==> src/key_click_long_press_detector_defines.svh <==
// assertion macros used by the key click detector state machine
`ifndef KEY_CLICK_LONG_PRESS_DETECTOR_DEFINES_SVH
`define KEY_CLICK_LONG_PRESS_DETECTOR_DEFINES_SVH

// same-cycle implication, checked on i_clk outside reset
`define KCLPD_ASSERT_NOW(lbl, ante, cons) \
    lbl: assert property (@(posedge i_clk) disable iff (!i_rst_n) (ante) |-> (cons)) \
        else $error("same-cycle check failed");

// next-cycle implication, checked on i_clk outside reset
`define KCLPD_ASSERT_NEXT(lbl, ante, cons) \
    lbl: assert property (@(posedge i_clk) disable iff (!i_rst_n) (ante) |=> (cons)) \
        else $error("next-cycle check failed");

`endif

==> src/kclpd_pkg.sv <==
// types and constants of the key click / long press detector
package kclpd_pkg;

    localparam int COUNT_BITS = 10;
    localparam int THR_BITS   = 10;
    localparam int CMP_BITS   = (COUNT_BITS > THR_BITS) ? COUNT_BITS : THR_BITS;
    localparam int CFG_IDX_W  = 2;
    localparam int CFG_DATA_W = 10;

    localparam logic [COUNT_BITS-1:0] COUNT_MAX = {COUNT_BITS{1'b1}};

    localparam logic [CFG_IDX_W-1:0] REG_LONG_PRESS  = CFG_IDX_W'(0);
    localparam logic [CFG_IDX_W-1:0] REG_DOUBLE_WAIT = CFG_IDX_W'(1);

    localparam logic [THR_BITS-1:0] LONG_PRESS_RESET  = THR_BITS'(50);
    localparam logic [THR_BITS-1:0] DOUBLE_WAIT_RESET = THR_BITS'(15);

    typedef enum logic [2:0] {
        PH_IDLE   = 3'd0,
        PH_DEB    = 3'd1,
        PH_PRESS  = 3'd2,
        PH_LONG   = 3'd3,
        PH_WAIT   = 3'd4,
        PH_SECOND = 3'd5
    } t_phase;

    typedef enum logic [1:0] {
        EV_NONE   = 2'd0,
        EV_SINGLE = 2'd1,
        EV_DOUBLE = 2'd2,
        EV_LONG   = 2'd3
    } t_event;

    typedef struct packed {
        logic [THR_BITS-1:0] long_press_ticks;
        logic [THR_BITS-1:0] double_wait_ticks;
    } t_cfg;

    typedef struct packed {
        t_event event_res;
        t_phase phase;
    } t_result;

endpackage

==> src/kclpd_cfg.sv <==
// threshold configuration registers
module kclpd_cfg import kclpd_pkg::*; (
    input  logic                  i_clk,
    input  logic                  i_rst_n,
    input  logic                  i_we,
    input  logic [CFG_IDX_W-1:0]  i_index,
    input  logic [CFG_DATA_W-1:0] i_data,
    output t_cfg                  o_cfg
);

    t_cfg r_cfg;

    always_ff @(posedge i_clk) begin
        if (!i_rst_n) begin
            r_cfg.long_press_ticks  <= LONG_PRESS_RESET;
            r_cfg.double_wait_ticks <= DOUBLE_WAIT_RESET;
        end else if (i_we) begin
            case (i_index)
                REG_LONG_PRESS:  r_cfg.long_press_ticks  <= THR_BITS'(i_data);
                REG_DOUBLE_WAIT: r_cfg.double_wait_ticks <= THR_BITS'(i_data);
                default: ;
            endcase
        end
    end

    assign o_cfg = r_cfg;

endmodule

==> src/kclpd_fsm.sv <==
// key state machine with the shared tick counter
module kclpd_fsm import kclpd_pkg::*; (
    input  logic    i_clk,
    input  logic    i_rst_n,
    input  logic    i_step,
    input  logic    i_key_level,
    input  t_cfg    i_cfg,
    output t_result o_result
);

`include "key_click_long_press_detector_defines.svh"

    t_phase                r_phase, n_phase;
    logic [COUNT_BITS-1:0] r_count, n_count;
    t_event                ev;
    logic                  pressed;
    logic [CMP_BITS-1:0]   cnt_ext, long_ext, wait_ext;
    logic                  cnt_sat;

    assign pressed  = !i_key_level;
    assign cnt_ext  = CMP_BITS'(r_count);
    assign long_ext = CMP_BITS'(i_cfg.long_press_ticks);
    assign wait_ext = CMP_BITS'(i_cfg.double_wait_ticks);
    assign cnt_sat  = (r_count == COUNT_MAX);

    always_comb begin
        n_phase = r_phase;
        n_count = r_count;
        ev      = EV_NONE;
        case (r_phase)
            PH_IDLE: begin
                if (pressed) n_phase = PH_DEB;
            end
            PH_DEB: begin
                n_phase = pressed ? PH_PRESS : PH_IDLE;
            end
            PH_PRESS, PH_SECOND: begin
                if (pressed) begin
                    if (cnt_ext >= long_ext) begin
                        n_count = '0;
                        n_phase = PH_LONG;
                    end else if (!cnt_sat) begin
                        n_count = r_count + 1'b1;
                    end
                end else begin
                    n_count = '0;
                    if (r_phase == PH_PRESS) begin
                        n_phase = PH_WAIT;
                    end else begin
                        n_phase = PH_IDLE;
                        ev      = EV_DOUBLE;
                    end
                end
            end
            PH_LONG: begin
                n_count = '0;
                if (!pressed) begin
                    n_phase = PH_IDLE;
                    ev      = EV_LONG;
                end
            end
            PH_WAIT: begin
                if (!pressed) begin
                    if (cnt_ext >= wait_ext) begin
                        n_count = '0;
                        n_phase = PH_IDLE;
                        ev      = EV_SINGLE;
                    end else if (!cnt_sat) begin
                        n_count = r_count + 1'b1;
                    end
                end else begin
                    n_count = '0;
                    n_phase = PH_SECOND;
                end
            end
            default: ;
        endcase
    end

    always_ff @(posedge i_clk) begin
        if (!i_rst_n) begin
            r_phase <= PH_IDLE;
            r_count <= '0;
        end else if (i_step) begin
            r_phase <= n_phase;
            r_count <= n_count;
        end
    end

    assign o_result.event_res = ev;
    assign o_result.phase     = n_phase;

    // counter only runs in the press, second press and wait states
    `KCLPD_ASSERT_NOW(a_count_clear, (r_phase == PH_IDLE || r_phase == PH_DEB || r_phase == PH_LONG), (r_count == '0))
    // no tick, no state change
    `KCLPD_ASSERT_NEXT(a_hold_no_step, !i_step, ($stable(r_phase) && $stable(r_count)))
    // every event lands the machine back in idle
    `KCLPD_ASSERT_NOW(a_event_idle, (o_result.event_res != EV_NONE), (o_result.phase == PH_IDLE))

endmodule

==> src/key_click_long_press_detector.sv <==
// key click, double click and long press detector top level
// Takes one active-low key sample per input transaction and returns one result
// transaction per sample: the event (none, single click, double click, long
// press) and the machine state after that sample. A new sample is taken every
// clock cycle unless the input stalls; a sample is held in the input register
// and its result is then captured in the result register. The state update is
// a single compare-and-increment on the tick counter, done as the sample moves
// from the input register into the result register. While a finished result
// waits to be taken the input register can still take one more sample; with
// both registers full the input stalls until the result is taken. Thresholds
// are written through the configuration port, which is always ready; write
// them only while no transaction is in flight. Long press is reported on
// release, and the counter saturates at its threshold and at its own all-ones
// value.
module key_click_long_press_detector import kclpd_pkg::*; (
    input  logic                  i_clk,
    input  logic                  i_rst_n,
    // sample input channel
    input  logic                  i_valid,
    output logic                  o_ready,
    input  logic                  i_key_level,
    // result output channel
    output logic                  o_valid,
    input  logic                  i_ready,
    output logic [1:0]            o_event_res,
    output logic [2:0]            o_phase,
    // configuration write channel
    input  logic                  i_cfg_valid,
    output logic                  o_cfg_ready,
    input  logic [CFG_IDX_W-1:0]  i_cfg_index,
    input  logic [CFG_DATA_W-1:0] i_cfg_data
);

    // input register stage
    logic    r_in_valid;
    logic    r_key;
    // result register stage
    logic    r_out_valid;
    t_result r_out;

    logic    out_free;   // result register can take a new result this cycle
    logic    advance;    // sample moves from input register into result register
    logic    in_take;    // input transaction accepted
    t_cfg    cfg;
    t_result result;

    assign out_free = !r_out_valid || i_ready;
    assign advance  = r_in_valid && out_free;
    assign o_ready  = !r_in_valid || out_free;
    assign in_take  = i_valid && o_ready;

    // configuration writes are always taken
    assign o_cfg_ready = 1'b1;

    kclpd_cfg u_cfg (
        .i_clk   (i_clk),
        .i_rst_n (i_rst_n),
        .i_we    (i_cfg_valid),
        .i_index (i_cfg_index),
        .i_data  (i_cfg_data),
        .o_cfg   (cfg)
    );

    // machine state advances exactly once per sample, as it leaves the input register
    kclpd_fsm u_fsm (
        .i_clk       (i_clk),
        .i_rst_n     (i_rst_n),
        .i_step      (advance),
        .i_key_level (r_key),
        .i_cfg       (cfg),
        .o_result    (result)
    );

    always_ff @(posedge i_clk) begin
        if (!i_rst_n) begin
            r_in_valid  <= 1'b0;
            r_out_valid <= 1'b0;
        end else begin
            if (in_take) begin
                r_in_valid <= 1'b1;
            end else if (advance) begin
                r_in_valid <= 1'b0;
            end
            if (advance) begin
                r_out_valid <= 1'b1;
            end else if (i_ready) begin
                r_out_valid <= 1'b0;
            end
        end
    end

    // payload registers, no reset needed
    always_ff @(posedge i_clk) begin
        if (in_take) begin
            r_key <= i_key_level;
        end
        if (advance) begin
            r_out <= result;
        end
    end

    assign o_valid     = r_out_valid;
    assign o_event_res = r_out.event_res;
    assign o_phase     = r_out.phase;

endmodule

==> config.mk <==
export PLATFORM = sky130hd
export DESIGN_NAME = key_click_long_press_detector
export DESIGN_NICKNAME = d
export VERILOG_FILES = /design/src/kclpd_pkg.sv /design/src/kclpd_cfg.sv /design/src/kclpd_fsm.sv /design/src/key_click_long_press_detector.sv
export VERILOG_INCLUDE_DIRS = /design/src /design/src/src
export SDC_FILE = /design/constraint.sdc
export NUM_CORES = 1
export LEC_CHECK = 0
export ABC_AREA = 1
export BUFFER_PORTS_ARGS = -buffer_cell sky130_fd_sc_hd__buf_2
export CELL_PAD_IN_SITES_DETAIL_PLACEMENT = 2
export CELL_PAD_IN_SITES_GLOBAL_PLACEMENT = 2
export CORE_AREA = 8 8 93 95
export DETAILED_ROUTE_END_ITERATION = 7
export DIE_AREA = 0 0 101 103
export GPL_TIMING_DRIVEN = 0
export PLACE_DENSITY_LB_ADDON = 0.1
export SYNTH_ARGS = -nofsm -noshare
export SYNTH_HDL_FRONTEND = slang
export SYNTH_SLANG_ARGS = --single-unit
==> constraint.sdc <==
create_clock -name i_clk -period 2.3 [get_ports i_clk]
set_clock_uncertainty 0.05 [all_clocks]
set_input_delay 0.23 -clock i_clk [delete_from_list [all_inputs] [get_ports i_clk]]
set_output_delay 0.23 -clock i_clk [all_outputs]
set_load 0.1 [all_outputs]
==> impl_metrics.ini <==
[detailed_routing]
num_vias = 2044
dr.pass1.iters = 4
ant_nets = 0
drc = 0
drtIter0Drc = 28
wl_um = 6167
routed_via_density = 4.677
drt-wirelength-per-cell_um = 14.11

[setup_path]
crit_path_end_kind = register
cp-start-kind = register
cp_max_fo = 5
cp.arrival_ps = 2060
path_class = reg2reg
cp.required_ps = 2300

[power_and_ir_drop]
seqPwrFrac_pct = 51.0
leakagePower_nw = 1.258
pwr-share-comb_pct = 15.2
clkPwrFrac_pct = 33.8
powerDensity_mw_per_mm2 = 575.5
p_sw_mw = 0.4527
intPower_mw = 1.068
peakVddDrop_mv = 0.2562
swShare_pct = 29.77

[layout]
final_area_mm2 = 0.002643
synthToLayoutAreaGrowth_pct = 15.41
fillCellCount = 908
drive_gt1_share_pct = 15.38
finalNetCount = 376
antennaDiodeCount = 0
fin_util_pct = 37.03

[sta]
min_period_ps = 2057
drv_slew = 0
grt_setup_unrepaired = false
holdWs_ps = 64.60
slew_headroom_pct = 61.97
tightest_slew_ps = 567.3
period_share_pct = 89.45
setup_violations = 0
hold_viol = 0
max_freq_mhz = 486.1
setup_slack_ps = 242.7
tns_ps = 0

[floorplanning]
core-area_mm2 = 0.007137
io_pins = 26
die_h_um = 103
fp-row-count = 31
initial_core_util_pct = 32.08
die-area_mm2 = 0.01040
die_x_um = 101

[yosys]
synth_seq_cells = 41
yosys_warnings = 0
synth_top_cell_area_share_pct = 30.60
yosysMostFrequentCell = nand2_1
synth_edf_count = 6
ys_async_sr_fraction_pct = 0
ys_types = 30
syn_nets = 345
avgSynthCellArea_um2 = 7.483
seq_area_frac_synth_pct = 38.47
synth_top_area_cell = dfxtp_1
ys_top_cells_by_count = 62 x nand2_1, 45 x inv_1, 35 x dfxtp_1
synthFlopType = dfxtp_1
synthCells = 306
synth_area_mm2 = 0.002290
ys_top_cells_by_area = dfxtp_1 31%, ha_1 11%, nand2_1 10%

[status]
status = finished clean

[grt]
grt_max_degree = 14
overflow = 0
grt_antenna_before_repair = 0
grt_pass1_wl_um = 10460
grt_use_total_pct = 12.84
first_global_vias = 2241

[clock_network]
htree_levels = 2
cts_tree = built
clock_latency_ps = 300
cts_root_buf = clkbuf_8
ctsHoldBuffers = 0
clk_path_buf_depth = 2
numCtsBuffers = 5
clkSinkCount = 41
clkSlewWorstSetupHoldPaths_ps = 80

[placed_design]
port_buffers = 24
detailedPlace.worstSlack_ps = 136.2
hpwl_um = 5074
dpl_cell_area_mm2 = 0.002539
gp_congestion = 0.7514

[min_path]
hold_path_class = in2reg

[job]
cap_violations = 0
[state kept, by name, indices dropped and copies added (netlist names)]
| signal | cells |
|---|---|
| u_cfg.o_cfg | 20 |
| u_fsm.cnt_ext | 10 |
| o_phase | 3 |
| u_fsm.r_phase | 3 |
| o_event_res | 2 |
| o_valid | 1 |
| r_in_valid | 1 |
| r_key | 1 |
[cell families after synthesis]
group	count (synthesis)	share of synthesized area, %
AOI/OAI and AO/OA	62	14.75
xor gates and xnor gates	4	1.530
adders and majority gates	21	11.48
buffers and inverters	56	9.454
DFF	41	38.47
other	1	0.1638
and+or+nand+nor	121	24.15
[final timing paths]
path,cells past startpoint,start,endpoint,slack (ps)
worst min-delay path,1,i_key_level,r_key$_DFFE_PP_,60
worst min register to register,2,u_cfg.o_cfg[16]$_SDFFE_PN0P_,u_cfg.o_cfg[16]$_SDFFE_PN0P_,420
worst max register to register,9,u_fsm.cnt_ext[4]$_SDFFE_PN0P_,o_phase[0]$_DFFE_PP_,240
worst max-delay path,9,u_fsm.cnt_ext[4]$_SDFFE_PN0P_,o_phase[0]$_DFFE_PP_,240
[critical path, cell delays in order (launching register included)]
cell	delay, ps
dfxtp_1	500
ha_1	290
nand2_1	80
a21oi_1	50
o21ai_0	440
nand2_1	110
nand2_1	80
nand2_1	50
o21ai_0	110
inv_1	60
[cell type report]
type / count / area, µm² / share of cell area (%)
Buffer: 5 / 22.52 / 0.8523
Clock buffer: 6 / 82.58 / 3.125
Clock inverter: 2 / 13.76 / 0.5208
Inverter: 51 / 193.9 / 7.339
Multi-Input combinational cell: 209 / 1205 / 45.60
Sequential cell: 41 / 880.8 / 33.33
Tap cell: 99 / 123.9 / 4.688
Timing Repair Buffer: 24 / 120.1 / 4.545
[cell usage in the layout, fill, tap and decap left out, types with 2 or more instances in the layout]
| cell type | synthesis | routed |
|---|---|---|
| edfxtp_1 | 6 | 6 |
| nand4_1 | 4 | 4 |
| ha_1 | 21 | 21 |
| xor2_1 | 4 | 4 |
| nor2_4 | 2 | 2 |
| nor2_1 | 27 | 27 |
| nand2_4 | 3 | 3 |
| clkbuf_1 | 4 | 4 |
| nor3_2 | 2 | 2 |
| nor2_2 | 3 | 3 |
| dfxtp_1 | 35 | 35 |
| clkbuf_8 | 0 | 6 |
| a21oi_1 | 29 | 29 |
| o211ai_1 | 6 | 6 |
| inv_2 | 5 | 5 |
| nor3_1 | 2 | 2 |
| nand3_1 | 13 | 12 |
| nand3_2 | 1 | 2 |
| inv_1 | 45 | 45 |
| o21ai_0 | 21 | 21 |
| nand2_1 | 62 | 62 |
| a21o_1 | 2 | 2 |
| buf_2 | 0 | 24 |
[routing by layer]
metal | vias up | track usage (%) | part of all wire [%]
met5 | - | 0 | 0
met4 | 0 | 3.436 | 0.71
met3 | 4 | 2.701 | 2.7
met2 | 17 | 21.80 | 46
met1 | 973 | 16.08 | 50
li1 | 1050 | - | -
[power by group through the flow]
| stage | Clock, mW | Sequential, mW | Combinational (mW) |
|---|---|---|---|
| floorplan | 0 | 0.826 | 0.130 |
| global placement | 0 | 0.791 | 0.224 |
| detailed placement | 0 | 0.792 | 0.233 |
| CTS | 0.534 | 0.776 | 0.234 |
| global route | 0.565 | 0.780 | 0.260 |
| finish | 0.515 | 0.775 | 0.231 |
[what timing repair did]
action	in CTS	in global routing
setup endpoints to repair	0	4
buffers inserted	0	0
gates resized for setup	0	1
[metrics by stage]
step                instances  power, mW
finish                    437      1.521
detailed placement        429      1.025
global placement          429      1.015
CTS                       437      1.544
global route              437      1.605
floorplan                 306     0.9561
Note: power is estimated with default switching activity, not from simulation.
